[src/hdl/ftfp_pkg.sv]
`timescale 1ns / 1ps
`default_nettype none
// ----------------------------------------------------------------------------
// ftfp_pkg
// Shared constants and types of the force/torque frame parser.
// ----------------------------------------------------------------------------
package ftfp_pkg;

    localparam int CHANNELS     = 6;
    localparam int FRAME_LEN    = 4 * CHANNELS + 4;
    localparam int PAYLOAD_LEN  = 4 * CHANNELS;
    localparam int CH_W         = (CHANNELS > 1) ? $clog2(CHANNELS) : 1;
    localparam int QUEUE_DEPTH  = 8;
    localparam int QCNT_W       = $clog2(QUEUE_DEPTH) + 1;
    localparam int QPTR_W       = $clog2(QUEUE_DEPTH);

    localparam logic [7:0]  HDR0        = 8'h48;
    localparam logic [7:0]  HDR1        = 8'hAA;
    localparam logic [7:0]  TRL0        = 8'h0D;
    localparam logic [7:0]  TRL1        = 8'h0A;
    localparam logic [31:0] SCALE_RESET = 32'h411C_CCCD;
    localparam logic [31:0] QNAN_BITS   = 32'h7FC0_0000;
    localparam logic [CH_W-1:0] LAST_IDX = CH_W'(CHANNELS - 1);
    localparam logic [2:0]  LAST_CHAN   = 3'(CHANNELS - 1);

    typedef enum logic [1:0] {
        KIND_NUM,
        KIND_ZERO,
        KIND_INF,
        KIND_NAN
    } kind_t;

    typedef struct packed {
        logic shift;
        logic clear;
    } cell_ctrl_t;

    typedef struct packed {
        logic [2:0] channel;
        logic       last;
    } tag_t;

    typedef struct packed {
        logic [2:0]  channel;
        logic [31:0] value;
        logic        last;
    } out_item_t;

endpackage
`default_nettype wire

[src/hdl/ftfp_cell.sv]
`timescale 1ns / 1ps
`default_nettype none
// ----------------------------------------------------------------------------
// ftfp_cell
// One byte of the receive window: take the neighbor's byte on shift, zero on clear.
// ----------------------------------------------------------------------------
module ftfp_cell (
    input  wire logic                clk,
    input  wire logic                rst_n,
    input  wire ftfp_pkg::cell_ctrl_t ctrl,
    input  wire logic [7:0]          d,
    output logic [7:0]               q
);
    import ftfp_pkg::*;

    logic [7:0] byte_reg;
    logic [7:0] byte_next;

    always_comb
    begin
        byte_next = byte_reg;
        if (ctrl.clear)
        begin
            byte_next = 8'h00;
        end
        else if (ctrl.shift)
        begin
            byte_next = d;
        end
    end

    always_ff @(posedge clk or negedge rst_n)
    begin
        if (!rst_n)
        begin
            byte_reg <= 8'h00;
        end
        else
        begin
            byte_reg <= byte_next;
        end
    end

    assign q = byte_reg;

endmodule
`default_nettype wire

[src/hdl/ftfp_fmul.sv]
`timescale 1ns / 1ps
`default_nettype none
// ----------------------------------------------------------------------------
// ftfp_fmul
// Three-stage IEEE single multiplier, round to nearest even, subnormals kept.
// ----------------------------------------------------------------------------
module ftfp_fmul (
    input  wire logic          clk,
    input  wire logic          rst_n,
    input  wire logic          in_valid,
    input  wire logic [31:0]   a,
    input  wire logic [31:0]   b,
    input  wire ftfp_pkg::tag_t in_tag,
    output logic               out_valid,
    output logic [31:0]        result,
    output ftfp_pkg::tag_t     out_tag,
    output logic [1:0]         inflight
);
    import ftfp_pkg::*;

    // stage 1: unpack and multiply mantissas
    logic               v1_reg;
    kind_t              kind1_reg, kind1_next;
    logic               sign1_reg;
    logic signed [10:0] esum1_reg, esum1_next;
    logic [47:0]        p1_reg;
    tag_t               tag1_reg;

    // stage 2: normalize
    logic               v2_reg;
    kind_t              kind2_reg, kind2_next;
    logic               sign2_reg;
    logic signed [10:0] e2_reg, e2_next;
    logic [47:0]        pn2_reg, pn2_next;
    tag_t               tag2_reg;

    // stage 3: denormalize and round
    logic               v3_reg;
    logic [31:0]        res3_reg, res3_next;
    tag_t               tag3_reg;

    logic [7:0]  ea, eb;
    logic [22:0] fa, fb;
    logic [23:0] ma, mb;
    logic        a_nan, b_nan, a_inf, b_inf, a_zero, b_zero;
    logic [5:0]  lz;
    logic [47:0] x;
    logic signed [10:0] neg;
    logic [4:0]  amt;
    logic [79:0] ext;
    logic [23:0] m;
    logic        g, st, inc;
    logic [7:0]  expf;
    logic [30:0] mag;

    always_comb
    begin
        ea = a[30:23];
        eb = b[30:23];
        fa = a[22:0];
        fb = b[22:0];
        ma = {(ea != 8'd0), fa};
        mb = {(eb != 8'd0), fb};
        a_nan  = (ea == 8'hFF) && (fa != 23'd0);
        b_nan  = (eb == 8'hFF) && (fb != 23'd0);
        a_inf  = (ea == 8'hFF) && (fa == 23'd0);
        b_inf  = (eb == 8'hFF) && (fb == 23'd0);
        a_zero = (ea == 8'd0) && (fa == 23'd0);
        b_zero = (eb == 8'd0) && (fb == 23'd0);
        if (a_nan || b_nan || (a_inf && b_zero) || (b_inf && a_zero))
        begin
            kind1_next = KIND_NAN;
        end
        else if (a_inf || b_inf)
        begin
            kind1_next = KIND_INF;
        end
        else
        begin
            kind1_next = KIND_NUM;
        end
        // subnormal inputs carry an effective exponent of 1
        esum1_next = $signed({3'b000, ((ea == 8'd0) ? 8'd1 : ea)})
                   + $signed({3'b000, ((eb == 8'd0) ? 8'd1 : eb)})
                   - 11'sd126;
    end

    always_ff @(posedge clk)
    begin
        kind1_reg <= kind1_next;
        sign1_reg <= a[31] ^ b[31];
        esum1_reg <= esum1_next;
        p1_reg    <= ma * mb;
        tag1_reg  <= in_tag;
    end

    // leading-zero normalize in six binary steps
    always_comb
    begin
        x  = p1_reg;
        lz = 6'd0;
        if (x[47:16] == 32'd0) begin x = x << 32; lz = lz + 6'd32; end
        if (x[47:32] == 16'd0) begin x = x << 16; lz = lz + 6'd16; end
        if (x[47:40] == 8'd0)  begin x = x << 8;  lz = lz + 6'd8;  end
        if (x[47:44] == 4'd0)  begin x = x << 4;  lz = lz + 6'd4;  end
        if (x[47:46] == 2'd0)  begin x = x << 2;  lz = lz + 6'd2;  end
        if (x[47] == 1'b0)     begin x = x << 1;  lz = lz + 6'd1;  end
        pn2_next = x;
        e2_next  = esum1_reg - $signed({5'd0, lz});
        kind2_next = kind1_reg;
        if ((kind1_reg == KIND_NUM) && (p1_reg == 48'd0))
        begin
            kind2_next = KIND_ZERO;
        end
    end

    always_ff @(posedge clk)
    begin
        kind2_reg <= kind2_next;
        sign2_reg <= sign1_reg;
        e2_reg    <= e2_next;
        pn2_reg   <= pn2_next;
        tag2_reg  <= tag1_reg;
    end

    always_comb
    begin
        neg = 11'sd1 - e2_reg;
        if (e2_reg >= 11'sd1)
        begin
            amt = 5'd0;
        end
        else if (neg > 11'sd31)
        begin
            amt = 5'd31;
        end
        else
        begin
            amt = neg[4:0];
        end
        ext  = {pn2_reg, 32'd0} >> amt;
        m    = ext[79:56];
        g    = ext[55];
        st   = |ext[54:0];
        inc  = g & (st | m[0]);
        expf = m[23] ? e2_reg[7:0] : 8'd0;
        mag  = {expf, m[22:0]} + {30'd0, inc};
        unique case (kind2_reg)
            KIND_NAN:  res3_next = QNAN_BITS;
            KIND_INF:  res3_next = {sign2_reg, 8'hFF, 23'd0};
            KIND_ZERO: res3_next = {sign2_reg, 31'd0};
            default:
            begin
                if (e2_reg >= 11'sd255)
                begin
                    res3_next = {sign2_reg, 8'hFF, 23'd0};
                end
                else
                begin
                    res3_next = {sign2_reg, mag};
                end
            end
        endcase
    end

    always_ff @(posedge clk)
    begin
        res3_reg <= res3_next;
        tag3_reg <= tag2_reg;
    end

    always_ff @(posedge clk or negedge rst_n)
    begin
        if (!rst_n)
        begin
            v1_reg <= 1'b0;
            v2_reg <= 1'b0;
            v3_reg <= 1'b0;
        end
        else
        begin
            v1_reg <= in_valid;
            v2_reg <= v1_reg;
            v3_reg <= v2_reg;
        end
    end

    assign out_valid = v3_reg;
    assign result    = res3_reg;
    assign out_tag   = tag3_reg;
    assign inflight  = 2'({1'b0, v1_reg} + {1'b0, v2_reg} + {1'b0, v3_reg});

endmodule
`default_nettype wire

[src/hdl/ftfp_outq.sv]
`timescale 1ns / 1ps
`default_nettype none
// ----------------------------------------------------------------------------
// ftfp_outq
// Result queue between the multiplier and the output channel.
// ----------------------------------------------------------------------------
module ftfp_outq (
    input  wire logic                          clk,
    input  wire logic                          rst_n,
    input  wire logic                          push,
    input  wire ftfp_pkg::out_item_t           push_item,
    input  wire logic                          pop,
    output logic                               not_empty,
    output ftfp_pkg::out_item_t                head,
    output logic [ftfp_pkg::QCNT_W-1:0]        count
);
    import ftfp_pkg::*;

    out_item_t         slot_reg [QUEUE_DEPTH];
    logic [QPTR_W-1:0] wr_ptr_reg, wr_ptr_next;
    logic [QPTR_W-1:0] rd_ptr_reg, rd_ptr_next;
    logic [QCNT_W-1:0] count_reg, count_next;
    logic              do_pop;

    always_comb
    begin
        do_pop      = pop && (count_reg != '0);
        wr_ptr_next = push   ? wr_ptr_reg + 1'b1 : wr_ptr_reg;
        rd_ptr_next = do_pop ? rd_ptr_reg + 1'b1 : rd_ptr_reg;
        count_next  = count_reg + QCNT_W'(push) - QCNT_W'(do_pop);
    end

    always_ff @(posedge clk)
    begin
        if (push)
        begin
            slot_reg[wr_ptr_reg] <= push_item;
        end
    end

    always_ff @(posedge clk or negedge rst_n)
    begin
        if (!rst_n)
        begin
            wr_ptr_reg <= '0;
            rd_ptr_reg <= '0;
            count_reg  <= '0;
        end
        else
        begin
            wr_ptr_reg <= wr_ptr_next;
            rd_ptr_reg <= rd_ptr_next;
            count_reg  <= count_next;
        end
    end

    assign not_empty = (count_reg != '0);
    assign head      = slot_reg[rd_ptr_reg];
    assign count     = count_reg;

endmodule
`default_nettype wire

[src/hdl/force_torque_frame_parser.sv]
`timescale 1ns / 1ps
`default_nettype none
// ----------------------------------------------------------------------------
// force_torque_frame_parser
// Finds fixed-length sensor frames in a byte stream and emits scaled channels.
// ----------------------------------------------------------------------------
// Bytes enter a row of byte cells that hold the last FRAME_LEN bytes (28 for
// six channels). When the oldest two cells hold 0x48 0xAA and the newest two
// hold 0x0D 0x0A, the payload is copied to a snapshot and the row is zeroed,
// so no byte serves two frames. While the queue has room, one channel a cycle
// then goes from the snapshot into a three-stage single-precision multiplier
// (scale register as second operand) and on into an eight-entry result queue.
// A byte is taken every cycle; the only stall is a byte that could complete
// a new frame while the previous frame's channels are still leaving the
// snapshot, which in turn waits for queue space. The first result goes
// through the three multiplier stages and the queue; results of one frame
// then follow one per cycle when the queue drains. The scale register takes
// writes at any cycle (cfg_ready is always high) and resets to 0x411CCCCD.
// ----------------------------------------------------------------------------
module force_torque_frame_parser (
    input  wire logic        clk,
    input  wire logic        rst_n,
    input  wire logic        cfg_valid,
    output logic             cfg_ready,
    input  wire logic [31:0] scale_factor,
    input  wire logic        in_valid,
    output logic             in_ready,
    input  wire logic [7:0]  rx_byte,
    output logic             out_valid,
    input  wire logic        out_ready,
    output logic [2:0]       channel,
    output logic [31:0]      scaled_value,
    output logic             frame_last
);
    import ftfp_pkg::*;

    // scale register
    logic [31:0] scale_reg;

    // byte window
    logic [7:0]  win_q [FRAME_LEN];
    cell_ctrl_t  cell_ctrl;
    logic        accept;
    logic        frame_hit;
    logic        near_hit;

    // payload snapshot and channel sequencer
    logic [7:0]        snap_reg [PAYLOAD_LEN];
    logic              busy_reg, busy_next;
    logic [CH_W-1:0]   idx_reg, idx_next;
    logic [2:0]        chan_reg, chan_next;
    logic              issue;
    tag_t              issue_tag;

    // multiplier and queue
    logic              mul_valid;
    logic [31:0]       mul_result;
    tag_t              mul_tag;
    logic [1:0]        inflight;
    out_item_t         q_in;
    out_item_t         q_head;
    logic [QCNT_W-1:0] q_count;
    logic [QCNT_W:0]   occupancy;

    assign cfg_ready = 1'b1;

    always_ff @(posedge clk or negedge rst_n)
    begin
        if (!rst_n)
        begin
            scale_reg <= SCALE_RESET;
        end
        else if (cfg_valid)
        begin
            scale_reg <= scale_factor;
        end
    end

    // A frame closes on the byte being taken: oldest two bytes after the shift
    // are cells 1 and 2 now, newest two are cell FRAME_LEN-1 and the new byte.
    always_comb
    begin
        near_hit  = (win_q[1] == HDR0) && (win_q[2] == HDR1)
                 && (win_q[FRAME_LEN-1] == TRL0);
        // hold a possible frame close until the snapshot is free
        in_ready  = !(busy_reg && near_hit);
        accept    = in_valid && in_ready;
        frame_hit = accept && near_hit && (rx_byte == TRL1);
        cell_ctrl.shift = accept;
        cell_ctrl.clear = frame_hit;
    end

    for (genvar i = 0; i < FRAME_LEN; i++)
    begin : g_cell
        if (i == FRAME_LEN - 1)
        begin : g_tail
            ftfp_cell u_cell (
                .clk   (clk),
                .rst_n (rst_n),
                .ctrl  (cell_ctrl),
                .d     (rx_byte),
                .q     (win_q[i])
            );
        end
        else
        begin : g_body
            ftfp_cell u_cell (
                .clk   (clk),
                .rst_n (rst_n),
                .ctrl  (cell_ctrl),
                .d     (win_q[i+1]),
                .q     (win_q[i])
            );
        end
    end

    // issue one channel a cycle while the queue has room for all in flight
    always_comb
    begin
        occupancy = {1'b0, q_count} + (QCNT_W+1)'(inflight);
        issue     = busy_reg && (occupancy < (QCNT_W+1)'(QUEUE_DEPTH));
        issue_tag.channel = chan_reg;
        issue_tag.last    = (idx_reg == LAST_IDX);
        busy_next = busy_reg;
        idx_next  = idx_reg;
        chan_next = chan_reg;
        if (frame_hit)
        begin
            busy_next = 1'b1;
            idx_next  = '0;
            chan_next = 3'd0;
        end
        else if (issue)
        begin
            idx_next  = idx_reg + 1'b1;
            chan_next = chan_reg + 3'd1;
            if (idx_reg == LAST_IDX)
            begin
                busy_next = 1'b0;
            end
        end
    end

    always_ff @(posedge clk or negedge rst_n)
    begin
        if (!rst_n)
        begin
            busy_reg <= 1'b0;
            idx_reg  <= '0;
            chan_reg <= 3'd0;
        end
        else
        begin
            busy_reg <= busy_next;
            idx_reg  <= idx_next;
            chan_reg <= chan_next;
        end
    end

    // capture the payload on a frame, advance one word per issued channel
    for (genvar j = 0; j < PAYLOAD_LEN; j++)
    begin : g_snap
        if (j + 4 < PAYLOAD_LEN)
        begin : g_mid
            always_ff @(posedge clk)
            begin
                if (frame_hit)
                begin
                    snap_reg[j] <= win_q[j+3];
                end
                else if (issue)
                begin
                    snap_reg[j] <= snap_reg[j+4];
                end
            end
        end
        else
        begin : g_end
            always_ff @(posedge clk)
            begin
                if (frame_hit)
                begin
                    snap_reg[j] <= win_q[j+3];
                end
            end
        end
    end

    ftfp_fmul u_fmul (
        .clk       (clk),
        .rst_n     (rst_n),
        .in_valid  (issue),
        .a         ({snap_reg[3], snap_reg[2], snap_reg[1], snap_reg[0]}),
        .b         (scale_reg),
        .in_tag    (issue_tag),
        .out_valid (mul_valid),
        .result    (mul_result),
        .out_tag   (mul_tag),
        .inflight  (inflight)
    );

    always_comb
    begin
        q_in.channel = mul_tag.channel;
        q_in.value   = mul_result;
        q_in.last    = mul_tag.last;
    end

    ftfp_outq u_outq (
        .clk       (clk),
        .rst_n     (rst_n),
        .push      (mul_valid),
        .push_item (q_in),
        .pop       (out_ready),
        .not_empty (out_valid),
        .head      (q_head),
        .count     (q_count)
    );

    assign channel      = q_head.channel;
    assign scaled_value = q_head.value;
    assign frame_last   = q_head.last;

endmodule
`default_nettype wire

[config.mk]
export PLATFORM = sky130hd
export DESIGN_NAME = force_torque_frame_parser
export DESIGN_NICKNAME = d
export VERILOG_FILES = /design/src/hdl/ftfp_pkg.sv /design/src/hdl/ftfp_cell.sv /design/src/hdl/ftfp_fmul.sv /design/src/hdl/ftfp_outq.sv /design/src/hdl/force_torque_frame_parser.sv
export SDC_FILE = /design/constraint.sdc
export NUM_CORES = 2
export LEC_CHECK = 0
export ABC_CLOCK_PERIOD_IN_PS = 18300
export BUFFER_PORTS_ARGS = -buffer_cell sky130_fd_sc_hd__buf_2
export CAP_MARGIN = 20
export CORE_UTILIZATION = 65
export CTS_CLUSTER_DIAMETER = 80
export CTS_CLUSTER_SIZE = 30
export DETAILED_ROUTE_END_ITERATION = 16
export PLACE_DENSITY = 0.9
export SETUP_SLACK_MARGIN = 0.2
export SLEW_MARGIN = 20
export SYNTH_ARGS = -nofsm -noshare
export SYNTH_HDL_FRONTEND = slang
export SYNTH_SLANG_ARGS = --single-unit
export TNS_END_PERCENT = 50
[constraint.sdc]
create_clock -name clk -period 18.3 [get_ports clk]
set_clock_uncertainty 0.2 [all_clocks]
set_input_delay 2.745 -clock clk [delete_from_list [all_inputs] [get_ports clk]]
set_output_delay 2.745 -clock clk [all_outputs]
set_load 0.02 [all_outputs]
Word-level counts from Yosys, hierarchy flattened:

Memory sizes are Yosys's and may differ from the RTL's.
Index checks and enable logic that the tools add are counted.

* memories kept: 2
* word-level logic and storage cells: 265
* memory bits (writable): 480
* input port bits: 45
* bits in registers: 436

Memories
* u_outq.slot_reg: depth 8, width 36, rd ports 1, clocked after memory_dff 0, wr ports 1, line ftfp_outq.sv:19 `out_item_t slot_reg [QUEUE_DEPTH];`
* snap_reg: depth 24, width 8, rd ports 24, clocked after memory_dff 0, wr ports 24, line force_torque_frame_parser.sv:48 `logic [7:0] snap_reg [PAYLOAD_LEN];`

* mux-type cells: 108
* bitwise logic cells: 23
* shifts and indexed selects: 1
* $lt $le $gt $ge: 4
* multipliers: 1
* reductions and logical operators: 43
* add/sub/neg operators: 19
* eq/ne operators: 10

Operator list (number)
* two-way mux 8 bit: 77
* two-way mux 48 bit: 5
* case mux 32 bit (3 select lines): 1
* right shift 80 x 5 -> 80 bit: 1
* OR reduction 55 bit: 1
* zero test 48 bit: 1
* multiplier 24 x 24 -> 48 bit: 1
* two-way mux 47 bit: 1
* zero test 23 bit: 2
* nonzero test 23 bit: 2
* two-way mux 6 bit: 6
* zero test 32 bit: 1
* adder 31 x 1 -> 31 bit: 1
* two-way mux 31 bit: 1
* == test 8 bit (second input constant): 3
* zero test 8 bit: 3
* OR 1 bit: 21
* logical AND 1 bit: 17
* == test 8 x 4 -> 1 bit (second input constant): 2
* zero test 16 bit: 1
* nonzero test 8 bit: 2
* adder 3 x 1 -> 3 bit (second input constant): 4
* two-way mux 3 bit: 4
* greater-or-equal comparator 11 x 2 -> 1 bit (second input constant): 1
* 33 further kinds: 50

Longest topological paths before layout:

* depth in word-level cells: 13
* depth in mapped cells: 29

Cells and area by module:

Synthesis repeated with hierarchy kept, for this count alone.

* cell total of the unflattened synthesis: 5556
* area total of the unflattened synthesis: 59773.6 µm²

By module, submodules not included
* ftfp_fmul: seq. area each 3418.3 µm², cells each 3550, area each 29863.6 µm², times used 1
* ftfp_outq: seq. area each 8898.5 µm², cells each 470, area each 11586.1 µm², times used 1
* force_torque_frame_parser: seq. area each 6759.0 µm², cells each 834, area each 9540.4 µm², times used 1
* ftfp_cell: seq. area each 200.2 µm², cells each 26, area each 325.3 µm², times used 27

Least setup slack after synthesis:

No wires, ideal clock.

* kind: input port to flip-flop
* start point: input rx_byte[0]
* end point: register chan_reg[0]
* path buffers: 1
* stages: 5
* library setup time: 0.650 ns
* arrival time: 15.020 ns
* path slack: 2.431 ns
* cells stage by stage: nor4_1 -> nand3_1 -> clkbuf_1 -> o21ai_0 -> mux2i_1

* word-level cells in the longest chain between the ends: 3
* elaborated cells between the ends (all ways): 4
* those cells by class: 1 x eq/ne; 1 x mux; 2 x reduce/logical

Ends and longest elaborated chain
* from (decl): line force_torque_frame_parser.sv:28 `input wire logic [7:0] rx_byte,`
* == test 8 x 4 -> 1 bit (*): line force_torque_frame_parser.sv:88 `frame_hit = accept && near_hit && (rx_byte == TRL1);`
* logical AND 1 bit (*): line force_torque_frame_parser.sv:88
* two-way mux 3 bit / nonzero test 2 bit (equally long branches)
* to (signal assigned): line force_torque_frame_parser.sv:156 `chan_reg <= chan_next;`
* to (decl): line force_torque_frame_parser.sv:51 `logic [2:0] chan_reg, chan_next;`

Every way passes the cells marked *; elsewhere a longest branch is shown, timed or not.
A chain may end at the register's enable or synchronous reset.

==> results by group <==
STA
  • Slew Limit Fails: 0
  • Normalized max-slew margin: around 17%
  • Fin crit period: between 8 and 9 ns
  • Max Freq: about 110 MHz
  • Setup violations, final: 0
  • Final hold vios: 0
  • Actual slew at the worst max-slew pin: 1.25 ns
  • Fin crit share: 49.0%
  • Setup_tns: 0 ns
  • Unrepaired setup endpoints after global routing: no

Placed design
  • Routability cong.: 0.945
  • Port bufs: 82
  • DP HPWL: 97.3 mm

Die
  • I/O pin count: 84
  • Core Region: 88,900 um^2
  • Die ar.: 91,500 um^2
  • Die Ht: 302 um
  • Chip Width: 302 um
  • Row count: 109
  • Initial Util: 66.0%

Layout
  • Flip-flop and latch area: 24,500 um^2
  • Commonest non-fill, non-tap cell in the layout: nand2_1
  • Max reg flops: 288
  • Commonest non-fill, non-tap cells in the layout: nand2_1, inv_1, fa_1
  • Final net count: between 6k and 7k
  • Final core utilization: 68.8%
  • P&R area growth vs syn: 4.32%
  • Fill cell count: 6,138
  • Area taken by multi-input logic gates: between 30,000 and 40,000 um^2
  • Layout cell share with drive strength beyond 1: under 10%

GRT
  • Vias in the first global route: 42.5k
  • First-pass GRT wire length: 227 mm
  • Largest net degree at the start of global routing: approximately 140
  • Gr ovfl total: 0
  • Total GRT Usage: 31.5%
  • Antenna violations before repair: 7

Clock network
  • TritonCTS clock tree: built
  • CTS root buf: clkbuf_16
  • Clock slew seen by the registers of the worst setup and hold paths: 0.11 ns
  • # hold bufs at CTS: 0
  • Setup Buffers After CTS: 0
  • Clk buf depth: 3
  • H-tree depth: 2
  • CTS Buf Count: 41
  • CTS Sinks: 916
  • Post-cts resize count: 0
  • Clk Latency, worst-skew pair: between 0.6 and 0.7 ns

Synth
  • XOR/XNOR Fraction of Synth Area: 1.31%
  • Post-synth net total: between 6k and 7k
  • Synth Area per Inst: 10.3 um^2
  • Largest family of logic cells by synthesized area: adder cells
  • Compound-Gate Fraction of Synth Area: 7.74%
  • Mapped Cells: 5,720
  • Syn Std Cell Area: 58,700 um^2
  • Post-synth EDFFs: 480
  • Asr flop ratio synth: slightly below 30%
  • Main synth FF type: edfxtp_1
  • Synthesis Warnings: 0
  • Post-synthesis simple-gate area fraction: 16.0%
  • Mux share of post-synthesis cell area: around 6.3%
  • Synth Area in Adders: between 20% and 30%
  • Post-synthesis register bit count: 916
  • Post-synthesis sequential area ratio: a little over two fifths
  • Distinct cells, synth: 108

Routing
  • TritonRoute pass-1 iters: 9
  • DRC viols: 0
  • Drt via density: 6.18
  • Vias: 41.8k
  • DR WL/cell: 21.0 um
  • Final WL: 142 mm
  • First DRT Iteration DRCs: 4,900
  • Detail Route Antenna Nets: 0

Min path
  • Type of the most critical hold path: reg -> reg
  • Hold Crit Depth: 0

Run status
  • Outcome: finished, final reports clean

Critical path
  • Reg2Reg Depth: 26
  • CP Launch Type: flip-flop
  • WP data required: 18.65 ns
  • Critical path arrival: between 9 and 10 ns
  • WS Path Type: reg -> reg
  • Crit-path max FO: 25
  • Worst setup EP type: flip-flop

Flow run
  • Max_cap viols: 0
==> cells by family after synthesis <==
kind of cell / count (synthesis)
muxes: 264
AOI/OAI and AO/OA: 725
and+or+nand+nor: 2130
other: 1
xor gates and xnor gates: 87
buffers and inverters: 906
adders and majority gates: 691
DFF: 916
==> worst paths after layout <==
path                                                  to                from  slack (ns)
max                                    u_fmul.p1_reg[41]     snap_reg[0][17]        9.33
min                                    u_fmul.out_tag[1]  u_fmul.tag2_reg[1]        0.14
max reg2reg                            u_fmul.p1_reg[41]     snap_reg[0][17]        9.33
min reg2reg                            u_fmul.out_tag[1]  u_fmul.tag2_reg[1]        0.14
max in group asynchronous           u_outq.rd_ptr_reg[0]               rst_n       14.22
min in group asynchronous  g_cell[26].g_body.u_cell.q[0]               rst_n        1.81
==> synth_stat cells, drive strengths merged (8+ instances only) <==
library cell / instances / area (um^2)
a211o: 10 / 88.8
nand4: 27 / 169
a221oi: 13 / 114
mux2i: 92 / 921
or4: 12 / 93.8
a211oi: 20 / 183
nor3: 55 / 303
dfrtp: 254 / 6360
a31oi: 17 / 106
and3: 16 / 100
fa: 486 / 9730
clkbuf: 287 / 1080
a21oi: 115 / 591
or3: 12 / 75.1
inv: 555 / 2080
o21a: 16 / 121
ha: 205 / 2560
xnor2: 56 / 498
buf: 64 / 350
nand3: 93 / 470
and2: 236 / 1480
a22oi: 8 / 60.1
o31ai: 13 / 103
a21o: 38 / 285
dfstp: 14 / 368
xor2: 31 / 272
o21ai: 350 / 1780
dfxtp: 168 / 3360
nor4: 38 / 274
nand2: 1426 / 5360
or2: 8 / 52.6
a2111oi: 12 / 130
o21bai: 11 / 82.6
edfxtp: 480 / 14400
nand2b: 21 / 131
mux2: 98 / 1100
o211ai: 27 / 213
mux4: 74 / 1670
nor2: 145 / 547
nor2b: 17 / 106
==> per-layer routing <==
layer	up-vias	routed length, um	global-route usage [%]	share of wire [%]
met5	-	60	0	0.042
met3	444	14300	6.51	10
met1	20500	53400	41.4	38
met4	8	5580	11.6	3.9
li1	18500	-	-	-
met2	2349	68600	52.2	48
==> cell type report <==
class	count	area share, %
Multi-Input combinational cell	3898	50.3
Sequential cell	916	40.0
Inverter	555	3.41
Tap cell	1165	2.38
Clock buffer	59	1.79
Timing Repair Buffer	154	1.65
Clock inverter	14	0.419
Antenna cell	3	0.0123
==> critical path: stages (launching register included) <==
cell       delay (ns)
edfxtp_1         1.20
and2_1           0.27
fa_1             0.46
fa_1             0.53
fa_1             0.55
inv_1            0.05
fa_1             0.53
inv_1            0.08
fa_1             0.55
inv_1            0.05
fa_1             0.47
inv_1            0.05
fa_1             0.38
ha_1             0.38
a21o_1           0.19
a21oi_1          0.15
nor2b_1          0.08
nor4_1           0.23
o31ai_1          0.14
o21ai_0          0.26
o221a_2          0.33
a2111oi_0        0.09
a2111oi_0        0.77
o21ai_0          0.31
a21o_1           0.24
a21oi_1          0.17
xnor2_1          0.13
==> per-stage QoR <==
stage	cell area (um^2)	hold slack, ns	std cells	setup slack [ns]
floorplan	58700	0.110	5720	2.43
global placement	59800	0.111	6685	9.80
detailed placement	59800	0.112	6685	9.61
CTS	61100	0.138	6758	9.51
global route	61200	0.146	6761	9.05
finish	61200	0.136	6764	9.33
Power is not shown: default switching activity piles up to over one toggle a cycle in this logic, so the estimate is an artifact.
